--- config.mk ---
export PLATFORM = sky130hd
export DESIGN_NAME = min_max_height_normalizer_flat
export DESIGN_NICKNAME = d
export VERILOG_FILES = /design/src/design/mmhn_pkg.sv /design/src/design/mmhn_in_if.sv /design/src/design/mmhn_out_if.sv /design/src/design/mmhn_cfg_if.sv /design/src/design/min_max_height_normalizer.sv /design/src/design/mmhn_datapath.sv /design/src/design/mmhn_ctrl.sv /design/src/flat_wrapper.sv
export VERILOG_INCLUDE_DIRS = /design/src /design/src/design
export SDC_FILE = /design/constraint.sdc
export NUM_CORES = 1
export LEC_CHECK = 0
export BUFFER_PORTS_ARGS = -buffer_cell sky130_fd_sc_hd__buf_2
export CAP_MARGIN = 20
export CORE_UTILIZATION = 55
export DETAILED_ROUTE_END_ITERATION = 10
export HOLD_SLACK_MARGIN = 0.05
export PLACE_DENSITY = 0.71
export SLEW_MARGIN = 20
export SYNTH_ARGS = -nofsm -noshare
export SYNTH_HDL_FRONTEND = slang
export SYNTH_SLANG_ARGS = --single-unit
--- constraint.sdc ---
create_clock -name clk -period 20.1 [get_ports clk]
set_clock_uncertainty 0.2 [all_clocks]
set_input_delay 2.01 -clock clk [delete_from_list [all_inputs] [get_ports clk]]
set_output_delay 2.01 -clock clk [all_outputs]
set_load 0.05 [all_outputs]
--- src/design/min_max_height_normalizer_defines.svh ---
// assertion macros for the min/max height normalizer
// no dependencies; included by files that carry concurrent assertions
`ifndef MIN_MAX_HEIGHT_NORMALIZER_DEFINES_SVH
`define MIN_MAX_HEIGHT_NORMALIZER_DEFINES_SVH
`ifndef ASSERT_OFF
`define MMHN_ASSERT(label, prop, msg) \
  label: assert property (@(posedge clk) disable iff (!rst_n) prop) else $error(msg);
`define MMHN_ASSERT_RST(label, prop, msg) \
  label: assert property (@(posedge clk) prop) else $error(msg);
`else
`define MMHN_ASSERT(label, prop, msg)
`define MMHN_ASSERT_RST(label, prop, msg)
`endif
`endif

--- src/design/mmhn_pkg.sv ---
// shared constants, types and command structs of the min/max height normalizer
// no dependencies
package mmhn_pkg;

  localparam int SAMPLE_BITS      = 16;
  localparam int FACTOR_FRAC_BITS = 16;
  localparam int LEVEL_BITS       = 8;
  localparam int FACTOR_BITS      = LEVEL_BITS + FACTOR_FRAC_BITS;
  localparam int RANGE_BITS       = SAMPLE_BITS + 1;
  localparam int VAL_BITS         = SAMPLE_BITS + 2;
  localparam int MAG_BITS         = SAMPLE_BITS + 1;
  localparam int PROD_BITS        = MAG_BITS + FACTOR_BITS;
  localparam int QUO_BITS         = PROD_BITS - FACTOR_FRAC_BITS;
  localparam int Q_LIMIT          = 1024;
  localparam int QC_BITS          = $clog2(Q_LIMIT) + 1;
  localparam int SUM_BITS         = QC_BITS + 2;
  localparam int CNT_BITS         = $clog2(FACTOR_BITS);
  localparam int CFG_IDX_BITS     = 2;

  localparam logic [CFG_IDX_BITS-1:0] REG_PEAK = CFG_IDX_BITS'(0);
  localparam logic [CFG_IDX_BITS-1:0] REG_BASE = CFG_IDX_BITS'(1);

  localparam logic [LEVEL_BITS-1:0] PEAK_RESET = {LEVEL_BITS{1'b1}};
  localparam logic [LEVEL_BITS-1:0] BASE_RESET = '0;
  localparam logic [LEVEL_BITS-1:0] LEVEL_MAX  = {LEVEL_BITS{1'b1}};

  typedef logic signed [SAMPLE_BITS-1:0] sample_t;
  typedef logic [LEVEL_BITS-1:0]         level_t;

  typedef struct packed {
    logic take;
    logic div_step;
    logic div_last;
    logic mul;
    logic load_out;
  } dp_cmd_t;

  typedef struct packed {
    logic flat_now;
  } dp_stat_t;

endpackage

--- src/design/mmhn_in_if.sv ---
// sample request channel of the min/max height normalizer
// depends on mmhn_pkg
interface mmhn_in_if;
  import mmhn_pkg::*;

  logic    valid;
  logic    ready;
  logic    action;
  sample_t sample;
  logic    first_of_pass;

  modport source (output valid, action, sample, first_of_pass, input ready);
  modport sink (input valid, action, sample, first_of_pass, output ready);
endinterface

--- src/design/mmhn_out_if.sv ---
// height result channel of the min/max height normalizer
// depends on mmhn_pkg
interface mmhn_out_if;
  import mmhn_pkg::*;

  logic   valid;
  logic   ready;
  level_t height;
  logic   flat_range;

  modport source (output valid, height, flat_range, input ready);
  modport sink (input valid, height, flat_range, output ready);
endinterface

--- src/design/mmhn_cfg_if.sv ---
// register write channel of the min/max height normalizer
// depends on mmhn_pkg
interface mmhn_cfg_if;
  import mmhn_pkg::*;

  logic                    valid;
  logic                    ready;
  logic [CFG_IDX_BITS-1:0] index;
  level_t                  data;

  modport source (output valid, index, data, input ready);
  modport sink (input valid, index, data, output ready);
endinterface

--- src/design/min_max_height_normalizer.sv ---
// Min/max height normalizer, top level.
// Channels: in_chan takes requests {action, sample, first_of_pass}; out_chan
// returns {height, flat_range}; cfg_chan writes peak_level (index 0) and
// base_level (index 1). All use valid/ready, accepted when both are high.
// A gather request (action 0) updates the running min/max in its accept cycle
// and gives no result; gather requests are taken one per cycle when idle.
// A scale request (action 1) gives one result. After accept the controller
// passes through ST_MUL (product register) and ST_FIN (result register),
// then returns to ST_IDLE and takes the next request. The first scale request
// of a pass first runs the 24-step bit-serial divider (ST_DIV) for the factor;
// a flat range skips the divider.
// cfg_chan is always ready; write only while no scale request is in flight.
// Reset (rst_n low, synchronous) restores the register defaults, empties the
// statistics, zeroes factor and shift and drops out_chan.valid.
// A stalled receiver holds the result in the output register; one more scale
// request can be worked up to its result, then in_chan.ready stays low.
// Depends on mmhn_pkg, the mmhn interfaces, mmhn_ctrl and mmhn_datapath.
module min_max_height_normalizer (
  input  logic          clk,
  input  logic          rst_n,
  mmhn_in_if.sink       in_chan,
  mmhn_out_if.source    out_chan,
  mmhn_cfg_if.sink      cfg_chan
);
  import mmhn_pkg::*;

  dp_cmd_t  cmd;
  dp_stat_t stat;
  logic     in_ready;
  logic     out_valid;
  level_t   height;
  logic     flat_range;

  assign cfg_chan.ready = 1'b1;

  mmhn_ctrl u_ctrl (
    .clk       (clk),
    .rst_n     (rst_n),
    .in_valid  (in_chan.valid),
    .in_action (in_chan.action),
    .in_first  (in_chan.first_of_pass),
    .in_ready  (in_ready),
    .out_valid (out_valid),
    .out_ready (out_chan.ready),
    .stat      (stat),
    .cmd       (cmd)
  );

  mmhn_datapath u_datapath (
    .clk        (clk),
    .rst_n      (rst_n),
    .cmd        (cmd),
    .stat       (stat),
    .in_action  (in_chan.action),
    .in_sample  (in_chan.sample),
    .in_first   (in_chan.first_of_pass),
    .cfg_we     (cfg_chan.valid),
    .cfg_index  (cfg_chan.index),
    .cfg_data   (cfg_chan.data),
    .height     (height),
    .flat_range (flat_range)
  );

  assign in_chan.ready       = in_ready;
  assign out_chan.valid      = out_valid;
  assign out_chan.height     = height;
  assign out_chan.flat_range = flat_range;

endmodule

--- src/design/mmhn_datapath.sv ---
// datapath: level registers, running min/max, bit-serial factor divider,
// scaling multiplier and output clamp; depends on mmhn_pkg
module mmhn_datapath (
  input  logic                                clk,
  input  logic                                rst_n,
  input  mmhn_pkg::dp_cmd_t                   cmd,
  output mmhn_pkg::dp_stat_t                  stat,
  input  logic                                in_action,
  input  mmhn_pkg::sample_t                   in_sample,
  input  logic                                in_first,
  input  logic                                cfg_we,
  input  logic [mmhn_pkg::CFG_IDX_BITS-1:0]   cfg_index,
  input  mmhn_pkg::level_t                    cfg_data,
  output mmhn_pkg::level_t                    height,
  output logic                                flat_range
);
  import mmhn_pkg::*;

  level_t                        peak_r;
  level_t                        base_r;
  sample_t                       min_r;
  sample_t                       max_r;
  logic [FACTOR_BITS-1:0]        factor_r;
  logic [SAMPLE_BITS-1:0]        shift_r;
  logic                          flat_r;
  sample_t                       samp_r;
  logic [FACTOR_BITS-1:0]        num_r;
  logic [SAMPLE_BITS-1:0]        rem_r;
  logic [SAMPLE_BITS-1:0]        den_r;
  logic [PROD_BITS-1:0]          prod_r;
  logic                          neg_r;
  level_t                        height_r;
  logic                          flat_out_r;

  logic signed [RANGE_BITS-1:0]  range;
  logic [SAMPLE_BITS:0]          partial;
  logic [SAMPLE_BITS:0]          trial;
  logic                          ge;
  logic [SAMPLE_BITS-1:0]        rem_nxt;
  logic [FACTOR_BITS-1:0]        quo_nxt;
  logic signed [VAL_BITS-1:0]    val;
  logic [VAL_BITS-1:0]           mag_full;
  logic [MAG_BITS-1:0]           mag;
  logic [PROD_BITS-1:0]          prod;
  logic [QUO_BITS-1:0]           quo;
  logic [QC_BITS-1:0]            qc;
  logic signed [SUM_BITS-1:0]    sum;
  level_t                        height_nxt;

  // range and flat detection
  assign range         = RANGE_BITS'(max_r) - RANGE_BITS'(min_r);
  assign stat.flat_now = range[RANGE_BITS-1] || (range == '0);

  // restoring divider step
  assign partial = {rem_r, num_r[FACTOR_BITS-1]};
  assign trial   = partial - {1'b0, den_r};
  assign ge      = (partial >= {1'b0, den_r});
  assign rem_nxt = ge ? trial[SAMPLE_BITS-1:0] : partial[SAMPLE_BITS-1:0];
  assign quo_nxt = {num_r[FACTOR_BITS-2:0], ge};

  // offset, magnitude and product
  assign val      = VAL_BITS'(samp_r) + $signed({2'b00, shift_r});
  assign mag_full = val[VAL_BITS-1] ? VAL_BITS'(-val) : VAL_BITS'(val);
  assign mag      = mag_full[MAG_BITS-1:0];
  assign prod     = mag * factor_r;

  // truncate, limit, add to or subtract from base and clamp to a byte
  assign quo = prod_r[PROD_BITS-1:FACTOR_FRAC_BITS];
  assign qc  = (quo > QUO_BITS'(Q_LIMIT)) ? QC_BITS'(Q_LIMIT) : quo[QC_BITS-1:0];
  assign sum = neg_r ? ($signed(SUM_BITS'(base_r)) - $signed(SUM_BITS'(qc)))
                     : ($signed(SUM_BITS'(base_r)) + $signed(SUM_BITS'(qc)));

  always_comb begin
    if (sum[SUM_BITS-1]) begin
      height_nxt = '0;
    end else if (sum > $signed(SUM_BITS'(LEVEL_MAX))) begin
      height_nxt = LEVEL_MAX;
    end else begin
      height_nxt = sum[LEVEL_BITS-1:0];
    end
  end

  // level registers
  always_ff @(posedge clk) begin
    if (!rst_n) begin
      peak_r <= PEAK_RESET;
      base_r <= BASE_RESET;
    end else if (cfg_we) begin
      unique case (cfg_index)
        REG_PEAK: peak_r <= cfg_data;
        REG_BASE: base_r <= cfg_data;
        default: ;
      endcase
    end
  end

  // running statistics
  always_ff @(posedge clk) begin
    if (!rst_n) begin
      min_r <= {1'b0, {(SAMPLE_BITS-1){1'b1}}};
      max_r <= {1'b1, {(SAMPLE_BITS-1){1'b0}}};
    end else if (cmd.take && !in_action) begin
      if (in_first) begin
        min_r <= in_sample;
        max_r <= in_sample;
      end else begin
        if (in_sample < min_r) begin
          min_r <= in_sample;
        end
        if (in_sample > max_r) begin
          max_r <= in_sample;
        end
      end
    end
  end

  // per-pass scale state
  always_ff @(posedge clk) begin
    if (!rst_n) begin
      factor_r <= '0;
      shift_r  <= '0;
      flat_r   <= 1'b0;
    end else if (cmd.take && in_action && in_first) begin
      shift_r <= min_r[SAMPLE_BITS-1] ? (~min_r + 1'b1) : '0;
      flat_r  <= stat.flat_now;
      if (stat.flat_now) begin
        factor_r <= '0;
      end
    end else if (cmd.div_last) begin
      factor_r <= quo_nxt;
    end
  end

  // payload registers
  always_ff @(posedge clk) begin
    if (cmd.take && in_action) begin
      samp_r <= in_sample;
      if (in_first) begin
        num_r <= {peak_r, FACTOR_FRAC_BITS'(0)};
        rem_r <= '0;
        den_r <= range[SAMPLE_BITS-1:0];
      end
    end else if (cmd.div_step) begin
      num_r <= quo_nxt;
      rem_r <= rem_nxt;
    end
    if (cmd.mul) begin
      prod_r <= prod;
      neg_r  <= val[VAL_BITS-1];
    end
    if (cmd.load_out) begin
      height_r   <= height_nxt;
      flat_out_r <= flat_r;
    end
  end

  assign height     = height_r;
  assign flat_range = flat_out_r;

endmodule

--- src/design/mmhn_ctrl.sv ---
// controller: request acceptance, divider sequencing and result handoff
// depends on mmhn_pkg and min_max_height_normalizer_defines.svh
`include "min_max_height_normalizer_defines.svh"
module mmhn_ctrl (
  input  logic               clk,
  input  logic               rst_n,
  input  logic               in_valid,
  input  logic               in_action,
  input  logic               in_first,
  output logic               in_ready,
  output logic               out_valid,
  input  logic               out_ready,
  input  mmhn_pkg::dp_stat_t stat,
  output mmhn_pkg::dp_cmd_t  cmd
);
  import mmhn_pkg::*;

  localparam logic [1:0] ST_IDLE = 2'd0;
  localparam logic [1:0] ST_DIV  = 2'd1;
  localparam logic [1:0] ST_MUL  = 2'd2;
  localparam logic [1:0] ST_FIN  = 2'd3;

  logic [1:0]          state_r;
  logic [1:0]          state_nxt;
  logic [CNT_BITS-1:0] cnt_r;
  logic [CNT_BITS-1:0] cnt_nxt;
  logic                out_valid_r;
  logic                out_valid_nxt;
  logic                in_fire;

  assign in_ready = (state_r == ST_IDLE);
  assign in_fire  = in_valid && in_ready;

  always_comb begin
    state_nxt = state_r;
    cnt_nxt   = cnt_r;
    cmd       = '0;
    cmd.take  = in_fire;
    unique case (state_r)
      ST_IDLE: begin
        if (in_fire && in_action) begin
          if (in_first && !stat.flat_now) begin
            state_nxt = ST_DIV;
            cnt_nxt   = '0;
          end else begin
            state_nxt = ST_MUL;
          end
        end
      end
      ST_DIV: begin
        cmd.div_step = 1'b1;
        cnt_nxt      = cnt_r + 1'b1;
        if (cnt_r == CNT_BITS'(FACTOR_BITS - 1)) begin
          cmd.div_last = 1'b1;
          state_nxt    = ST_MUL;
        end
      end
      ST_MUL: begin
        cmd.mul   = 1'b1;
        state_nxt = ST_FIN;
      end
      ST_FIN: begin
        if (!out_valid_r || out_ready) begin
          cmd.load_out = 1'b1;
          state_nxt    = ST_IDLE;
        end
      end
      default: state_nxt = ST_IDLE;
    endcase
  end

  assign out_valid_nxt = cmd.load_out || (out_valid_r && !out_ready);

  always_ff @(posedge clk) begin
    if (!rst_n) begin
      state_r     <= ST_IDLE;
      cnt_r       <= '0;
      out_valid_r <= 1'b0;
    end else begin
      state_r     <= state_nxt;
      cnt_r       <= cnt_nxt;
      out_valid_r <= out_valid_nxt;
    end
  end

  assign out_valid = out_valid_r;

  `MMHN_ASSERT_RST(a_reset_idle, !rst_n |=> (state_r == ST_IDLE && !out_valid_r), "reset not idle")
  `MMHN_ASSERT(a_gather_stays, (in_fire && !in_action) |=> (state_r == ST_IDLE), "gather left idle")
  `MMHN_ASSERT(a_scale_starts, (in_fire && in_action) |=> (state_r == ST_DIV || state_r == ST_MUL), "scale not started")
  `MMHN_ASSERT(a_div_bound, (state_r == ST_DIV) |-> (cnt_r <= CNT_BITS'(FACTOR_BITS - 1)), "divider overrun")
  `MMHN_ASSERT(a_mul_to_fin, (state_r == ST_MUL) |=> (state_r == ST_FIN), "product not finished")

endmodule
--- src/flat_wrapper.sv ---
// flat-port wrapper written by rule: the top's interface ports become plain ports
module min_max_height_normalizer_flat import mmhn_pkg::*;
  (clk, rst_n, in_chan_valid, in_chan_action, in_chan_sample, in_chan_first_of_pass, in_chan_ready, out_chan_valid, out_chan_height, out_chan_flat_range, out_chan_ready, cfg_chan_valid, cfg_chan_index, cfg_chan_data, cfg_chan_ready);
  mmhn_in_if in_chan_i ();
  mmhn_out_if out_chan_i ();
  mmhn_cfg_if cfg_chan_i ();
  input  logic clk;
  input  logic rst_n;
  input wire logic [$bits(in_chan_i.valid)-1:0] in_chan_valid;
  input wire logic [$bits(in_chan_i.action)-1:0] in_chan_action;
  input wire logic [$bits(in_chan_i.sample)-1:0] in_chan_sample;
  input wire logic [$bits(in_chan_i.first_of_pass)-1:0] in_chan_first_of_pass;
  output wire logic [$bits(in_chan_i.ready)-1:0] in_chan_ready;
  output wire logic [$bits(out_chan_i.valid)-1:0] out_chan_valid;
  output wire logic [$bits(out_chan_i.height)-1:0] out_chan_height;
  output wire logic [$bits(out_chan_i.flat_range)-1:0] out_chan_flat_range;
  input wire logic [$bits(out_chan_i.ready)-1:0] out_chan_ready;
  input wire logic [$bits(cfg_chan_i.valid)-1:0] cfg_chan_valid;
  input wire logic [$bits(cfg_chan_i.index)-1:0] cfg_chan_index;
  input wire logic [$bits(cfg_chan_i.data)-1:0] cfg_chan_data;
  output wire logic [$bits(cfg_chan_i.ready)-1:0] cfg_chan_ready;
  assign in_chan_i.valid = in_chan_valid;
  assign in_chan_i.action = in_chan_action;
  assign in_chan_i.sample = in_chan_sample;
  assign in_chan_i.first_of_pass = in_chan_first_of_pass;
  assign in_chan_ready = in_chan_i.ready;
  assign out_chan_valid = out_chan_i.valid;
  assign out_chan_height = out_chan_i.height;
  assign out_chan_flat_range = out_chan_i.flat_range;
  assign out_chan_i.ready = out_chan_ready;
  assign cfg_chan_i.valid = cfg_chan_valid;
  assign cfg_chan_i.index = cfg_chan_index;
  assign cfg_chan_i.data = cfg_chan_data;
  assign cfg_chan_ready = cfg_chan_i.ready;
  min_max_height_normalizer u_core (.clk(clk), .rst_n(rst_n), .in_chan(in_chan_i), .out_chan(out_chan_i), .cfg_chan(cfg_chan_i));
endmodule
* Yosys cells after proc, flatten, opt, wreduce, memory -nomap -nowiden
Index checks and enable logic that the tools add are counted.
** Storage, ports and cells
- Input bits :: 33
- Logic and storage cells :: 106
- Bits in read-only memories :: 0
- Flip-flop bits (word level) :: 220
- Memories kept :: 0
- RAM bits :: 0
- Bits in latches :: 0
- Output and inout port bits :: 12
** Cells by class
- Shifts and indexed selects :: 0
- Order comparisons :: 5
- Equality and inequality tests :: 11
- Div/mod/pow operators :: 0
- Reductions and logical operators :: 30
- Multipliers :: 1
- Bitwise logic cells :: 1
- Multiplexer cells :: 32
- Add/subtract/negate cells :: 8
** Operators with widths (count)
- $mux W16 :: 9
- $mux W24 :: 6
- $mul A17 B24 Y41 :: 1
- $gt A25 B11 Y1 const B :: 1
- $add A16 B17 Y18 :: 1
- $ge A17 B16 Y1 :: 1
- $logic_not A17 Y1 :: 1
- $mux W17 :: 1
- $neg A17 Y17 :: 1
- $sub A16 B16 Y17 :: 1
- $add A16 B1 Y16 const B :: 1
- $gt A16 B16 Y1 :: 1
- $lt A16 B16 Y1 :: 1
- $not A16 Y16 :: 1
- $sub A16 B16 Y16 :: 1
- $reduce_and A2 Y1 :: 7
- $gt A13 B9 Y1 const B :: 1
- $mux W13 :: 1
- $add A8 B11 Y12 :: 1
- $sub A8 B11 Y12 :: 1
- $mux W11 :: 1
- $mux W2 :: 5
- $mux W5 :: 2
- $pmux W5 S2 :: 1
- 15 further kinds :: 40

* Logic depth before layout (Yosys ltp)
- Depth in word-level cells :: 8
- Mapped depth :: 36
- Mapped depth without buffers :: 35

* By module
A second synthesis with hierarchy kept.
** Unflattened totals
- Cells, all modules :: 2648
- Area total of the unflattened synthesis :: 24075.6 µm²
** By module, submodules not included
- mmhn_datapath :: cells each 2583, sequential area each 4994.8 µm², area each 23540.1 µm², instances 1
- mmhn_ctrl :: cells each 63, sequential area each 160.2 µm², area each 524.3 µm², instances 1
- min_max_height_normalizer :: cells each 2, sequential area each 0.0 µm², area each 11.3 µm², instances 1

* Least setup slack after synthesis
Ideal clock, no wire load.
- Kind :: reg2reg
- Start :: reg u_core.u_datapath.samp_r[6]
- End :: reg u_core.u_datapath.prod_r[39] (data pin)
- Cell stages (with the launch flop) :: 36
- Path slack :: 11.039 ns
- Data required time :: 19.638 ns
- Library setup time :: 0.262 ns
- Buffers on the path :: 2
- Arrival :: 8.599 ns
- Clock period less this slack :: 9.061 ns
- Path through :: edfxtp_1 -> ha_1 -> a2111oi_0 -> a211oi_1 -> o21ai_0 -> a41o_1 -> a21oi_1 -> o211a_1 -> nor3_2 -> buf_2 -> a21oi_1 -> xor2_1 -> clkbuf_1 -> nand2_1 -> fa_1 -> inv_1 -> fa_1 -> inv_1 -> fa_1 -> inv_1 -> fa_1 -> inv_1 -> fa_1 -> inv_1 -> fa_1 -> ha_1 -> a21oi_1 -> nor3b_1 -> o221a_2 -> or4_1 -> a21oi_1 -> o21ai_0 -> o21ai_0 -> a221oi_1 -> o21bai_1 -> xor2_1
** Between the ends
- Cells in the longest elaborated chain, start to end :: 4
** Ends and longest elaborated chain
- start, declared :: RTL line mmhn_datapath.sv:26 : sample_t samp_r;
- start signal, assigned :: RTL line mmhn_datapath.sv:137 : samp_r <= in_sample;
- $add A16 B17 Y18 * :: RTL line mmhn_datapath.sv:62 : assign val = VAL_BITS'(samp_r) + $signed({2'b00, shift_r});
- $neg A17 Y17 :: RTL line mmhn_datapath.sv:63 : assign mag_full = val[VAL_BITS-1] ? VAL_BITS'(-val) : VAL_BITS'(val);
- $mux W17 * :: RTL line mmhn_datapath.sv:63
- $mul A17 B24 Y41 * :: RTL line mmhn_datapath.sv:65 : assign prod = mag * factor_r;
- via u_core.u_datapath.prod[39] :: RTL line mmhn_datapath.sv:44 : logic [PROD_BITS-1:0] prod;
- end signal, assigned :: RTL line mmhn_datapath.sv:148 : prod_r <= prod;
- end, declared :: RTL line mmhn_datapath.sv:30 : logic [PROD_BITS-1:0] prod_r;
Mark *: on every way through the listed nets, which the timed path passes. The rest lies on a longest branch.
A chain may end at the register's enable or synchronous reset.

* Worst setup path after layout
Same ends and word-level chain as after synthesis.

==> results.txt <==
Leak: 0.0128 uW
GRT overflow: 0
Crit path time final: 10.90 ns
Worst vdd ir: 0.0780 mV
CTS Root Cell: clkbuf_16
Synth Instances: 2658
Crit path arrival time: 10.97 ns
Die X: 212 um
Final GP Congestion: 0.908
DR WL/cell: 17.6 um
Hold Path Class: flip-flop to flip-flop
Kind of critical path: flip-flop to flip-flop
Clk sink count: 204
Critical path's slowest cell: xor2_2
Crit path max fanout: 24
Buffers on Ports: 43
Syn Area/Cell: 9.10 sq um
Cts repair resizes: 0
Die height: 212 um
CP Launch Type: flip-flop
Most common cell on crit path: fa_1
HPWL Detailed: 44800 um
Drt total wl: 57200 um
Cell Rows: 76
Largest register FFs: 25
Synth Flop Type: edfxtp_1
Switching pwr: 513 uW
TritonCTS clock tree: done
Post-layout util: 59.6%
Fin. max-slew vios: 0
CP Capture Type: flip-flop
Synth Register Bits: 204
CTS buffer count: 22
Sequential share of power: 39.0%
Nets@finish: 3226
Antenna violations before repair: 3
Vias in the first global route: 18800
Synthesized cell area: 24200 sq um
Area growth syn-to-layout: 6.66%
Antenna Violating Nets Remaining: 0
Initial Utilization: 55.9%
Fraction of layout cells with a size suffix above 1: 5.07%
Register area share after synthesis: 21.3%
Top flop regs: u_core.u_datapath.prod_r x25, u_core.u_datapath.factor_r x24, u_core.u_datapath.num_r x24
Worst stage delay on the critical path: 0.91 ns
Core ar.: 43300 sq um
Hold Path Stages: 2
Relative slew slack: 24.4%
Ys Warns: 0
Vias: 18100
Final Setup Violations: 0
Pwr Total: 1440 uW
Fillers: 3739
H-tree depth: 1
Hold buffers post-CTS: 0
GR Util All Layers: 26.5%
TritonRoute pass-1 iters: 5
Worst-path clk slew: 0.06 ns
I/O pin cnt: 45
RSZ-0062 raised after global routing: no
Final hold viol count: 0
CP required: 20.17 ns
Syn nets: 3239
Least-Margin Pin Slew: 1.13 ns
Largest net degree at the start of global routing: 51
Clock buffer depth: 3
First-pass GRT wire length: 94300 um
Reg2Reg Depth: 33
Final period util: 54.2%
Setup Buffers After CTS: 0
Fin Setup TNS: 0 ns
Post-synth EDFFs: 107
DRC violations left: 0
Initial drt markers: 1236
Clock share of power: 29.9%
Die Area: 44800 sq um
WHS: 0.256 ns
Worst skew pair latency: 0.53 ns
Sw Ratio: 35.6%
Comb power frac: 31.1%
Max frequency: 0.0917 GHz
Max Cap Viol: 0
Top reg by flops: u_core.u_datapath.prod_r
Outcome: completed
Unique masters post-synth: 76
Power per cell area: 55.8 nW/um^2
Int Pwr: 928 uW
Vias/cell: 5.58
Async SR Flop Fraction: 0%
[critical path: cells and delay by family (launching register included)]
kind	cells	cell delay (ns)
fa+ha+maj	8	3.78
buf+inv	5	0.28
xor+xnor	2	1.00
simple gates	3	1.40
flops	1	0.37
compound gates	15	3.61
[synthesized netlist by cell type, types with 6 or more instances]
library cell | n | area, sq um
inv_1 | 494 | 1850
nand2_1 | 400 | 1500
fa_1 | 332 | 6650
ha_1 | 216 | 2700
and2_1 | 148 | 926
nor2_1 | 128 | 480
edfxtp_1 | 107 | 3210
dfxtp_1 | 97 | 1940
a21oi_1 | 93 | 465
clkbuf_1 | 76 | 285
o21ai_0 | 55 | 275
mux2i_1 | 53 | 531
xnor2_1 | 52 | 455
nand3_1 | 32 | 160
a21o_1 | 30 | 225
xor2_1 | 27 | 236
a22o_1 | 24 | 210
nand4_1 | 21 | 131
nor2b_1 | 21 | 131
nor3_1 | 21 | 105
and3_1 | 17 | 106
o21a_1 | 16 | 120
buf_2 | 15 | 75.1
nor4_1 | 14 | 87.6
nand2b_1 | 13 | 81.3
o21bai_1 | 13 | 97.6
a211oi_1 | 11 | 82.6
buf_1 | 11 | 41.3
a22oi_1 | 10 | 75.1
a21boi_0 | 7 | 52.6
a31oi_1 | 7 | 43.8
nor3b_1 | 6 | 45.0
or3_1 | 6 | 37.5
[metrics by stage]
stage                     instances  cell area [sq um]  setup WS (ns)
after floorplan                2658              24200          11.04
after global placement         3206              25000           9.54
after detailed placement       3206              25000           9.02
after CTS                      3246              25800           8.98
after global routing           3246              25800           8.49
final                          3247              25800           9.20
[final timing paths]
kind | to | slack (ns) | from
min reg2reg | u_core.u_datapath.shift_r[0] | 0.26 | u_core.u_datapath.shift_r[0]
max reg2reg | u_core.u_datapath.prod_r[39] | 9.20 | u_core.u_datapath.samp_r[6]
min | u_core.u_datapath.shift_r[0] | 0.26 | u_core.u_datapath.shift_r[0]
max | u_core.u_datapath.prod_r[39] | 9.20 | u_core.u_datapath.samp_r[6]
[power groups by stage]
stage	clock network, uW	logic (uW)	registers (uW)
after floorplan	0	310	560
after detailed placement	0	441	569
final	430	447	562
after global routing	451	492	569
after CTS	437	443	562
after global placement	0	423	567
[logic make-up after synthesis]
logic type,share of synthesized area [%]
xor gates and xnor gates,2.86
other,0.0155
AOI/OAI and AO/OA,8.95
adders and majority gates,38.7
and+or+nand+nor,16.5
muxes,2.24
buffers and inverters,9.50
DFF,21.3
[layout by cell type (no fill, tap or decap), drive strengths merged, types with 21 or more instances in the layout]
master  netlist  layout
and2        148     148
nand4        21      21
buf          29      69
dfxtp        97      97
nor2        128     128
a22o         24      24
nor2b        21      21
a21o         30      30
edfxtp      107     107
a21oi        94      94
fa          332     332
mux2i        53      53
o21ai        55      55
ha          216     216
xnor2        52      52
nand3        33      33
inv         494     496
clkbuf       77      35
nor3         22      22
xor2         27      27
nand2       400     400
[final cells by class]
cell class | count | area (sq um) | share of cell area [%]
repair buffers | 69 | 410 | 1.59
clock buffers | 35 | 713 | 2.76
diodes | 1 | 2.50 | 0.00970
clock inverters | 5 | 57.6 | 0.223
multi-input cells | 1852 | 16900 | 65.4
flip-flops and latches | 204 | 5150 | 20.0
inverters | 496 | 1860 | 7.22
well taps | 585 | 732 | 2.84
[metal layers]
metal | wire length (um) | track usage (%)
met2 | 27300 | 44.3
met3 | 3730 | 4.04
met1 | 24600 | 35.8
met4 | 1550 | 7.70
met5 | 13 | 0
No activity file was read; power rests on OpenSTA's default activity.
